### config.mk
export PLATFORM = sky130hd
export DESIGN_NAME = sector_cache_clock_replacement
export DESIGN_NICKNAME = d
export VERILOG_FILES = /design/src/sv/sccr_pkg.sv /design/src/sv/sector_cache_clock_replacement.sv
export VERILOG_INCLUDE_DIRS = /design/src /design/src/sv
export SDC_FILE = /design/constraint.sdc
export NUM_CORES = 2
export LEC_CHECK = 0
export ABC_AREA = 1
export BUFFER_PORTS_ARGS = -buffer_cell sky130_fd_sc_hd__buf_2
export CELL_PAD_IN_SITES_DETAIL_PLACEMENT = 1
export CELL_PAD_IN_SITES_GLOBAL_PLACEMENT = 1
export CORE_ASPECT_RATIO = 1.2
export CORE_MARGIN = 3
export CORE_UTILIZATION = 31
export CTS_CLUSTER_SIZE = 30
export DETAILED_ROUTE_END_ITERATION = 8
export HOLD_SLACK_MARGIN = 0.12
export PLACE_DENSITY_LB_ADDON = 0.1
export RECOVER_POWER = 50
export SKIP_CTS_REPAIR_TIMING = 1
export SYNTH_ARGS = -nofsm -noshare
export SYNTH_HDL_FRONTEND = slang
export SYNTH_SLANG_ARGS = --single-unit
export TNS_END_PERCENT = 5
### constraint.sdc
create_clock -name clk -period 5 [get_ports clk]
set_clock_uncertainty 0.2 [all_clocks]
set_input_delay 0.5 -clock clk [delete_from_list [all_inputs] [get_ports clk]]
set_output_delay 0.5 -clock clk [all_outputs]
set_load 0.03 [all_outputs]
### src/sv/sector_cache_clock_replacement_defines.svh
// Assertion macros for the sector cache replacement engine.
// Both sample on clk and are quiet while arst_n is low.
`ifndef SECTOR_CACHE_CLOCK_REPLACEMENT_DEFINES_SVH
`define SECTOR_CACHE_CLOCK_REPLACEMENT_DEFINES_SVH

// cons must hold in the same cycle as ante
`define SCCR_ASSERT_SAME(lbl, ante, cons, msg) \
	lbl: assert property (@(posedge clk) disable iff (!arst_n) (ante) |-> (cons)) \
		else $error(msg);

// cons must hold in the cycle after ante
`define SCCR_ASSERT_NEXT(lbl, ante, cons, msg) \
	lbl: assert property (@(posedge clk) disable iff (!arst_n) (ante) |=> (cons)) \
		else $error(msg);

`endif

### src/sv/sccr_pkg.sv
`default_nettype none
package sccr_pkg;

	localparam int ENTRIES     = 64;
	localparam int IDX_W       = $clog2(ENTRIES);
	localparam int CNT_W       = IDX_W + 1;
	localparam int SECTOR_BITS = 32;
	localparam int SLOT_OUT_W  = 6;

	typedef logic [1:0]             action_t;
	typedef logic [SECTOR_BITS-1:0] sector_t;
	typedef logic [SLOT_OUT_W-1:0]  slot_t;
	typedef logic [IDX_W-1:0]       idx_t;
	typedef logic [CNT_W-1:0]       cnt_t;

	localparam action_t ACT_READ  = 2'd0;
	localparam action_t ACT_WRITE = 2'd1;
	localparam action_t ACT_FLUSH = 2'd2;
	localparam action_t ACT_NONE  = 2'd3;

	// next slot, wrapping at the last entry
	function automatic idx_t idx_next(input idx_t i);
		idx_t r;
		if (i == idx_t'(ENTRIES - 1)) begin
			r = '0;
		end else begin
			r = i + idx_t'(1);
		end
		return r;
	endfunction

endpackage
`default_nettype wire

### src/sv/sector_cache_clock_replacement.sv
// Sector cache replacement engine: tag and clock (second chance) policy for a
// fully associative cache of disk sectors.
// Input channel: in_valid / in_stall with action (read, write, flush) and
// sector. A word is taken when in_valid is high and in_stall low; in_stall is
// high for the whole time a request is being worked on.
// Output channel: out_valid / out_stall with hit, slot, victim_valid,
// victim_sector, victim_dirty, last. One result register; a stalled result
// holds until taken, and the engine waits on it before loading the next.
// Lookup: the tag memory is walked one slot a cycle through its single read
// port, and a hit ends the walk at the matching slot; a miss walks every
// slot, then the hand sweeps (at most two turns) to pick a slot, whose old
// tag is read for the eviction if it is valid, and the install follows. A
// flush scans the slots in order and gives one result word per valid slot.
// Action three is taken and dropped with no result.
// Reset clears valid, use and dirty bits and the hand at once; the tag
// memory is not cleared and its data is only ever used behind a set valid bit.
`default_nettype none
`include "sector_cache_clock_replacement_defines.svh"
module sector_cache_clock_replacement (
	input  wire                    clk,
	input  wire                    arst_n,
	input  wire                    in_valid,
	output logic                   in_stall,
	input  sccr_pkg::action_t      action,
	input  sccr_pkg::sector_t      sector,
	output logic                   out_valid,
	input  wire                    out_stall,
	output logic                   hit,
	output sccr_pkg::slot_t        slot,
	output logic                   victim_valid,
	output sccr_pkg::sector_t      victim_sector,
	output logic                   victim_dirty,
	output logic                   last
);
	import sccr_pkg::*;

	// sequencer codes
	localparam logic [2:0] ST_IDLE    = 3'd0;
	localparam logic [2:0] ST_LOOKUP  = 3'd1;
	localparam logic [2:0] ST_HIT     = 3'd2;
	localparam logic [2:0] ST_SWEEP   = 3'd3;
	localparam logic [2:0] ST_INST    = 3'd4;
	localparam logic [2:0] ST_FL_SCAN = 3'd5;
	localparam logic [2:0] ST_FL_EMIT = 3'd6;

	logic [2:0]         state_q;
	cnt_t               idx_q;      // lookup issue counter / flush index
	idx_t               hand_q;
	logic [ENTRIES-1:0] valid_q;
	logic [ENTRIES-1:0] use_q;
	logic [ENTRIES-1:0] dirty_q;

	sector_t            sector_q;
	logic               write_q;
	idx_t               slot_q;     // hit slot or install target
	logic               vic_valid_q;
	logic               vic_dirty_q;

	// tag memory, one read and one write port, registered read
	sector_t            tag_mem [ENTRIES];
	sector_t            rd_data_q;
	idx_t               rd_addr;
	logic               rd_en;
	logic               mem_we;

	// lookup compare stage, aligned with rd_data_q
	logic               lk_act_s1;
	logic               lk_vld_s1;
	idx_t               lk_slot_s1;

	// result register
	logic               out_valid_q;
	logic               hit_q;
	slot_t              slot_out_q;
	logic               vv_q;
	sector_t            vs_q;
	logic               vd_q;
	logic               last_q;

	logic               in_acc;
	logic               out_free;
	logic               out_load;
	idx_t               fl_idx;
	idx_t               lk_idx;
	logic               lk_issue;
	logic               lk_hit;
	logic               lk_end;
	logic               sw_evict;
	logic               fl_last;

	assign in_stall = (state_q != ST_IDLE);
	assign in_acc   = in_valid && !in_stall;
	assign out_free = !out_valid_q || !out_stall;
	assign fl_idx   = idx_q[IDX_W-1:0];
	assign lk_idx   = idx_q[IDX_W-1:0];

	// the single shared comparator: one stored tag against the request a cycle
	assign lk_hit   = (state_q == ST_LOOKUP) && lk_act_s1 && lk_vld_s1
		&& (rd_data_q == sector_q);
	assign lk_end   = (state_q == ST_LOOKUP) && lk_act_s1
		&& (lk_slot_s1 == idx_t'(ENTRIES - 1));
	assign lk_issue = (state_q == ST_LOOKUP) && (idx_q < cnt_t'(ENTRIES))
		&& !lk_hit && !lk_end;

	// valid slot with its second chance used up
	assign sw_evict = (state_q == ST_SWEEP) && valid_q[hand_q] && !use_q[hand_q];

	// nothing else left once this slot is cleared (lower slots already are)
	assign fl_last  = ((valid_q & ~(ENTRIES'(1) << fl_idx)) == '0);

	always_comb begin
		rd_en   = 1'b0;
		rd_addr = fl_idx;
		case (state_q)
			ST_LOOKUP: begin
				rd_en   = lk_issue;
				rd_addr = lk_idx;
			end
			ST_SWEEP: begin
				rd_en   = sw_evict;
				rd_addr = hand_q;
			end
			ST_FL_SCAN: begin
				rd_en   = valid_q[fl_idx];
				rd_addr = fl_idx;
			end
			default: begin
				rd_en   = 1'b0;
				rd_addr = fl_idx;
			end
		endcase
	end

	assign out_load = out_free && ((state_q == ST_HIT) || (state_q == ST_INST)
		|| (state_q == ST_FL_EMIT));
	assign mem_we   = out_free && (state_q == ST_INST);

	always_ff @(posedge clk) begin
		if (mem_we) begin
			tag_mem[slot_q] <= sector_q;
		end
		if (rd_en) begin
			rd_data_q <= tag_mem[rd_addr];
		end
	end

	// control
	always_ff @(posedge clk or negedge arst_n) begin
		if (!arst_n) begin
			state_q     <= ST_IDLE;
			idx_q       <= '0;
			hand_q      <= '0;
			valid_q     <= '0;
			use_q       <= '0;
			dirty_q     <= '0;
			lk_act_s1   <= 1'b0;
			out_valid_q <= 1'b0;
		end else begin
			lk_act_s1 <= lk_issue;
			if (out_load) begin
				out_valid_q <= 1'b1;
			end else if (!out_stall) begin
				out_valid_q <= 1'b0;
			end
			case (state_q)
				ST_IDLE: begin
					idx_q <= '0;
					if (in_acc) begin
						if (action == ACT_FLUSH) begin
							state_q <= ST_FL_SCAN;
						end else if (action == ACT_READ || action == ACT_WRITE) begin
							state_q <= ST_LOOKUP;
						end
					end
				end
				ST_LOOKUP: begin
					if (lk_issue) begin
						idx_q <= idx_q + cnt_t'(1);
					end
					if (lk_hit) begin
						state_q <= ST_HIT;
					end else if (lk_end) begin
						state_q <= ST_SWEEP;
					end
				end
				ST_HIT: begin
					if (out_free) begin
						use_q[slot_q] <= 1'b1;
						if (write_q) begin
							dirty_q[slot_q] <= 1'b1;
						end
						state_q <= ST_IDLE;
					end
				end
				ST_SWEEP: begin
					hand_q <= idx_next(hand_q);
					if (!valid_q[hand_q] || sw_evict) begin
						state_q <= ST_INST;
					end else begin
						use_q[hand_q] <= 1'b0;
					end
				end
				ST_INST: begin
					if (out_free) begin
						valid_q[slot_q] <= 1'b1;
						use_q[slot_q]   <= 1'b1;
						dirty_q[slot_q] <= write_q;
						state_q         <= ST_IDLE;
					end
				end
				ST_FL_SCAN: begin
					if (valid_q[fl_idx]) begin
						state_q <= ST_FL_EMIT;
					end else if (fl_idx == idx_t'(ENTRIES - 1)) begin
						state_q <= ST_IDLE;
					end else begin
						idx_q <= idx_q + cnt_t'(1);
					end
				end
				ST_FL_EMIT: begin
					if (out_free) begin
						valid_q[fl_idx] <= 1'b0;
						use_q[fl_idx]   <= 1'b0;
						dirty_q[fl_idx] <= 1'b0;
						if (fl_last) begin
							state_q <= ST_IDLE;
						end else begin
							idx_q   <= idx_q + cnt_t'(1);
							state_q <= ST_FL_SCAN;
						end
					end
				end
				default: begin
					state_q <= ST_IDLE;
				end
			endcase
		end
	end

	// payload
	always_ff @(posedge clk) begin
		if (in_acc) begin
			sector_q <= sector;
			write_q  <= (action == ACT_WRITE);
		end
		if (lk_issue) begin
			lk_slot_s1 <= lk_idx;
			lk_vld_s1  <= valid_q[lk_idx];
		end
		if (lk_hit) begin
			slot_q <= lk_slot_s1;
		end
		if (state_q == ST_SWEEP) begin
			slot_q      <= hand_q;
			vic_valid_q <= sw_evict;
			vic_dirty_q <= dirty_q[hand_q];
		end
		if (out_load) begin
			case (state_q)
				ST_HIT: begin
					hit_q      <= 1'b1;
					slot_out_q <= slot_t'(slot_q);
					vv_q       <= 1'b0;
					vs_q       <= '0;
					vd_q       <= 1'b0;
					last_q     <= 1'b1;
				end
				ST_INST: begin
					hit_q      <= 1'b0;
					slot_out_q <= slot_t'(slot_q);
					vv_q       <= vic_valid_q;
					vs_q       <= vic_valid_q ? rd_data_q : '0;
					vd_q       <= vic_valid_q && vic_dirty_q;
					last_q     <= 1'b1;
				end
				default: begin
					hit_q      <= 1'b0;
					slot_out_q <= slot_t'(fl_idx);
					vv_q       <= 1'b1;
					vs_q       <= rd_data_q;
					vd_q       <= dirty_q[fl_idx];
					last_q     <= fl_last;
				end
			endcase
		end
	end

	assign out_valid     = out_valid_q;
	assign hit           = hit_q;
	assign slot          = slot_out_q;
	assign victim_valid  = vv_q;
	assign victim_sector = vs_q;
	assign victim_dirty  = vd_q;
	assign last          = last_q;

	`SCCR_ASSERT_SAME(a_hit_no_victim, out_valid, !(hit && victim_valid), "hit word carries a victim")
	`SCCR_ASSERT_NEXT(a_hit_sets_use, (state_q == ST_HIT) && out_load, use_q[$past(slot_q)], "use bit not set after hit")
	`SCCR_ASSERT_NEXT(a_inst_valid, (state_q == ST_INST) && out_load, valid_q[$past(slot_q)] && use_q[$past(slot_q)], "install left slot empty")
	`SCCR_ASSERT_SAME(a_idle_no_load, state_q == ST_IDLE, !out_load && !mem_we, "result or write while idle")

endmodule
`default_nettype wire

# ---- Yosys cells after proc, flatten, opt, wreduce, memory -nomap -nowiden
# Memory sizes are Yosys's and may differ from the RTL's. A register that Yosys moved wholly into a read port is not among the register bits.
# Index checks and enable logic that the tools add are counted.
dict set report totals {
  ff_bits 300
  mem_bits_rw 2048
  in_bits 38
  output_inout_bits 44
  elab_cells 176
  n_memories 1
}
dict set report classes {
  add_sub_neg 2
  n_lt_le_gt_ge 7
  eq_ne 28
  shifts 1
  muxes 62
  bitwise 11
  n_reduce_logical 43
}
# memory words width rd rd_ports_with_merged_regs wr line_no
set mem_list {}
lappend mem_list {tag_mem 64 32 1 1 1 sector_cache_clock_replacement.sv:60} ;# sector_t tag_mem [ENTRIES];
# op n
set op_table {}
lappend op_table {{$mux W64} 9}
lappend op_table {{$pmux W64 S3} 2}
lappend op_table {{$and A64 B64 Y64} 5}
lappend op_table {{$not A64 Y64} 3}
lappend op_table {{$or A64 B64 Y64} 3}
lappend op_table {{$pmux W64 S2} 1}
lappend op_table {{$bwmux W64} 1}
lappend op_table {{$logic_not A64 Y1} 1}
lappend op_table {{$pmux W32 S2} 1}
lappend op_table {{$shl A1 B6 Y64 const A} 1}
lappend op_table {{$mux W7} 5}
lappend op_table {{$mux W3} 11}
lappend op_table {{$eq A32 B32 Y1} 1}
lappend op_table {{$mux W32} 1}
lappend op_table {{$bmux W1 S6} 5}
lappend op_table {{$mux W6} 5}
lappend op_table {{$pmux W7 S4} 1}
lappend op_table {{$ne A2 B2 Y1 const B} 11}
lappend op_table {{$lt A6 B7 Y1 const B} 3}
lappend op_table {{$demux W1 S6} 3}
lappend op_table {{$eq A6 B6 Y1 const B} 3}
lappend op_table {{$ge A6 B1 Y1 const B} 3}
lappend op_table {{$pmux W3 S6} 1}
lappend op_table {{$logic_and A1 B1 Y1} 16}
lappend op_table {{other kinds (26)} 58}

# ---- Longest topological paths before layout
dict set report depth {
  depth_word 9
  ltp_mapped 18
  depth_no_buf 16
}

# ---- Worst setup path before layout
# OpenSTA, ideal clock, no wires.
dict set report synth_path {
  path_type {reg2reg}
  from {reg sector_q[30]}
  to {reg rd_data_q[0], read port of tag_mem (enable)}
  setup_time_ps 395
  arrival_ps 2979
  required_time_ps 4405
  path_slack_ps 1426
  stages_incl_launch_ff 12
  path_buffers 0
  period_less_slack_ps 3574
  cell_sequence {edfxtp_1 inv_1 nand2_1 nand2_1 nand2_1 nor2_1 nand2_1 nor2_1 nand3_1 nand3_1 nor2_1 nand3b_1}
}
dict set report synth_between {
  elab_chain_len 6
}
# item line_no
set synth_lines {}
lappend synth_lines {{start: declaration} sector_cache_clock_replacement.sv:53} ;# sector_t sector_q;
lappend synth_lines {{start signal: assignment} sector_cache_clock_replacement.sv:243} ;# sector_q <= sector;
lappend synth_lines {{$eq A32 B32 Y1} sector_cache_clock_replacement.sv:99} ;# && (rd_data_q == sector_q);
lappend synth_lines {{$logic_and A1 B1 Y1} sector_cache_clock_replacement.sv:99}
lappend synth_lines {{$logic_not A1 Y1} sector_cache_clock_replacement.sv:103} ;# && !lk_hit && !lk_end;
lappend synth_lines {{$logic_and A1 B1 Y1 (2 in a row)} sector_cache_clock_replacement.sv:103}
lappend synth_lines {{via lk_issue} sector_cache_clock_replacement.sv:85} ;# logic lk_issue;
lappend synth_lines {{$pmux W1 S3} sector_cache_clock_replacement.sv:114} ;# case (state_q)
lappend synth_lines {{via rd_en} sector_cache_clock_replacement.sv:63} ;# logic rd_en;
lappend synth_lines {{end: declaration} sector_cache_clock_replacement.sv:61} ;# sector_t rd_data_q;
# The timed path passes the listed nets, and every way through them passes these cells.
# A chain may end at the register's enable or synchronous reset.

# ---- Worst setup path after layout
dict set report layout_path {
  from {reg sector_q[10]}
  to {reg rd_data_q[15], read port of tag_mem (enable)}
}
# Same word-level chain as after synthesis.

==> impl_metrics.toml <==
[place]
gp_congestion = 0.965
dp_hpwl_um = 256000
io_buffers = 81
place_area_um2 = 109000

[timing]
worst_pin_slew_ns = 3.65
fin_crit_sh_pct = 93.2
rsz0062_at_grt = "no"
slew-limit-headroom_pct = -143
fmaxAchievable_mhz = 215
setup_viol = 0
final.setup.tns_ns = 0
hold_viol = 0
layout_min_cycle_time_ns = 4.66
drv_slew = 1931

[grt]
grt_use_total_pct = 24.8
grt_max_degree = 201
grt_pass1_vias = 76204
antenna_found_initial = 23
overflow = 0
grt_pass1_wl_um = 595000

[yosys]
syn_area_per_cell_um2 = 10.8
postSynthRegisterBits = 2380
synth_ff_type = "edfxtp_1"
synth_edf_count = 2170
netlist_area_um2 = 102000
synthCells = 9404
yosysSeqAreaShare_pct = 69.0
async_flop_share_pct = 8.82
synth.distinct_cells = 46
synthesis.nets = 9449
yosysWarnings = 0

[critical_path]
cp.required_ns = 5.26
cp_data_arrival_time_ns = 4.92
start_kind = "register"
end_kind = "register"
path_max_fanout = 32
crit_type = "reg2reg"

[drt]
viasPerCell = 5.27
drc = 0
num_vias = 74137
wire_per_inst_um = 30.1
drtAntennaViolNets = 0
drtIter0Drc = 6201
routed_wl_um = 424000
firstDrtPassIters = 6

[clock_network]
clock-sinks = 2380
cts.clk_slew.worst_paths_ns = 0.06
cts-root-buf = "clkbuf_16"
cts_buffers = 278
cts_tree = "built"
htree_levels = 5
cts.path.max_buffers = 4
worstSkewPairLatency_ns = 0.86

[floorplan]
row_count = 230
coreArea_um2 = 327000
start_util_pct = 31.2
die_x_um = 530
dieArea_um2 = 336000
die_y_um = 634
ios = 82

[flow_run]
maxCapViolCount = 35

[run_status]
status = "complete, but fails checks"
violations = "capacitance limit, slew limit"

[finish]
multi_input_area_um2 = 26800
final_layout_size_suffix_gt1_share_pct = 8.10
fillers = 35544
final_cell_mix = "edfxtp_1, nand2_1, o21ai_0, nand3_1, inv_1"
layout_commonest_cell = "edfxtp_1"
area_growth_pct = 16.0
design_area_um2 = 118000
seqCellArea_um2 = 70400
final_nets = 9604

[worst_hold_path]
holdCritPathClass = "in2reg"

[power_and_ir_drop]
leakage_nw = 43.7
p_per_area_nw_per_um2 = 573
peakVddDrop_v = 0.000453
[power breakdown]
group	leakage, nW	total (mW)	switching [mW]	internal, mW
clock network	4.31	20.3	8.41	11.9
logic	17.3	22.6	16.8	5.84
registers	22.1	24.9	1.27	23.6
total	43.7	67.8	26.5	41.3
[synth_stat cells, types with 2 or more instances]
| cell type | number | area (um2) |
|---|---|---|
| a21boi_0 | 19 | 143 |
| a21oi_1 | 152 | 761 |
| a22oi_1 | 7 | 52.6 |
| a2bb2oi_1 | 4 | 35.0 |
| a31oi_1 | 3 | 18.8 |
| buf_1 | 37 | 139 |
| buf_2 | 196 | 981 |
| buf_4 | 16 | 120 |
| buf_6 | 8 | 90.1 |
| clkbuf_1 | 298 | 1120 |
| clkbuf_2 | 4 | 20.0 |
| clkinv_1 | 6 | 22.5 |
| dfrtp_1 | 210 | 5260 |
| edfxtp_1 | 2170 | 65200 |
| ha_1 | 7 | 87.6 |
| inv_1 | 767 | 2880 |
| inv_2 | 7 | 26.3 |
| nand2_1 | 1999 | 7500 |
| nand2_2 | 5 | 31.3 |
| nand3_1 | 898 | 4490 |
| nand3b_1 | 3 | 22.5 |
| nand4_1 | 13 | 81.3 |
| nor2_1 | 763 | 2860 |
| nor2_2 | 5 | 31.3 |
| nor3_1 | 28 | 140 |
| o2111ai_1 | 5 | 43.8 |
| o211ai_1 | 335 | 2510 |
| o21ai_0 | 1186 | 5940 |
| o21ai_1 | 173 | 866 |
| o221ai_1 | 2 | 17.5 |
| o22ai_1 | 46 | 288 |
| or2_0 | 4 | 25.0 |
| or2_2 | 3 | 18.8 |
| xnor2_1 | 7 | 61.3 |
| xor2_1 | 7 | 61.3 |
[layout make-up]
type	instances	area share [%]
tap	4292	4.54
clock inverter	137	1.09
sequential	2380	59.5
multi-input combinational	5684	22.7
clock buffer	350	6.37
antenna	6	0.0127
timing repair buffer	434	3.30
inverter	781	2.51
[per-layer routing]
| metal | routed length (um) | share of wire [%] | vias up | global-route usage, % |
|---|---|---|---|---|
| li1 | - | - | 33131 | - |
| met1 | 181000 | 43 | 38559 | 32.3 |
| met2 | 206000 | 49 | 1853 | 42.1 |
| met3 | 16900 | 4.0 | 592 | 2.74 |
| met4 | 19900 | 4.7 | 2 | 9.91 |
| met5 | 15 | 0.0035 | - | 0 |
[worst paths after layout]
path / startpoint / to / slack (ns) / cells after the start
max reg2reg: sector_q[10] / rd_data_q[15] / 0.34 / 10
min in group asynchronous: arst_n / use_q[8] / 1.50 / 3
max in group asynchronous: arst_n / use_q[30] / 0.71 / 4
max: sector_q[10] / rd_data_q[15] / 0.34 / 10
min: sector[16] / sector_q[16] / 0.17 / 2
min reg2reg: use_q[24] / use_q[24] / 0.32 / 2
[metrics by stage]
step                hold WS [ns]  setup slack [ns]  instances  power [mW]  utilization, %
finish                     0.166             0.342      14064        67.8            36.2
global route               0.115             0.198      14059        71.5            36.2
CTS                       -0.551             0.456      14019        68.6            36.1
detailed placement         0.306             0.469      13532        48.2            33.4
global placement           0.300             0.400      13531        48.0            33.4
floorplan                0.00441              1.43       9404        37.7               -
[cells by family (layout without fill, tap and decap cells)]
kind of cell               after synthesis  count (layout)  synth area share, %
xor gates and xnor gates                14              14                0.120
and+or+nand+nor                       3725            3725                 15.0
buffers and inverters                 1340            1702                 5.30
other                                    0               6                    0
AOI/OAI and AO/OA                     1938            1938                 10.5
DFF                                   2380            2380                 69.0
adders and majority gates                7               7               0.0858
[flip-flops by register name (all words and copies together), names as in the netlist, 3 cells and up]
register / count
valid_q: 64
idx_q: 7
dirty_q: 64
slot_q: 6
sector_q: 32
rd_data_q: 32
victim_sector: 32
use_q: 64
lk_slot_s1: 6
slot: 6
tag_mem: 2048
state_q: 3
hand_q: 6
[critical path: stages (launching register included)]
cell,delay [ns]
edfxtp_1,0.44
clkbuf_1,1.01
xor2_1,0.22
nor2_1,0.07
nand2_1,0.35
nor2_1,0.14
nand3_1,0.28
nand3_1,0.21
nor2_1,0.63
nand3b_1,0.26
buf_12,0.31
(Power assumes the default switching activity.)
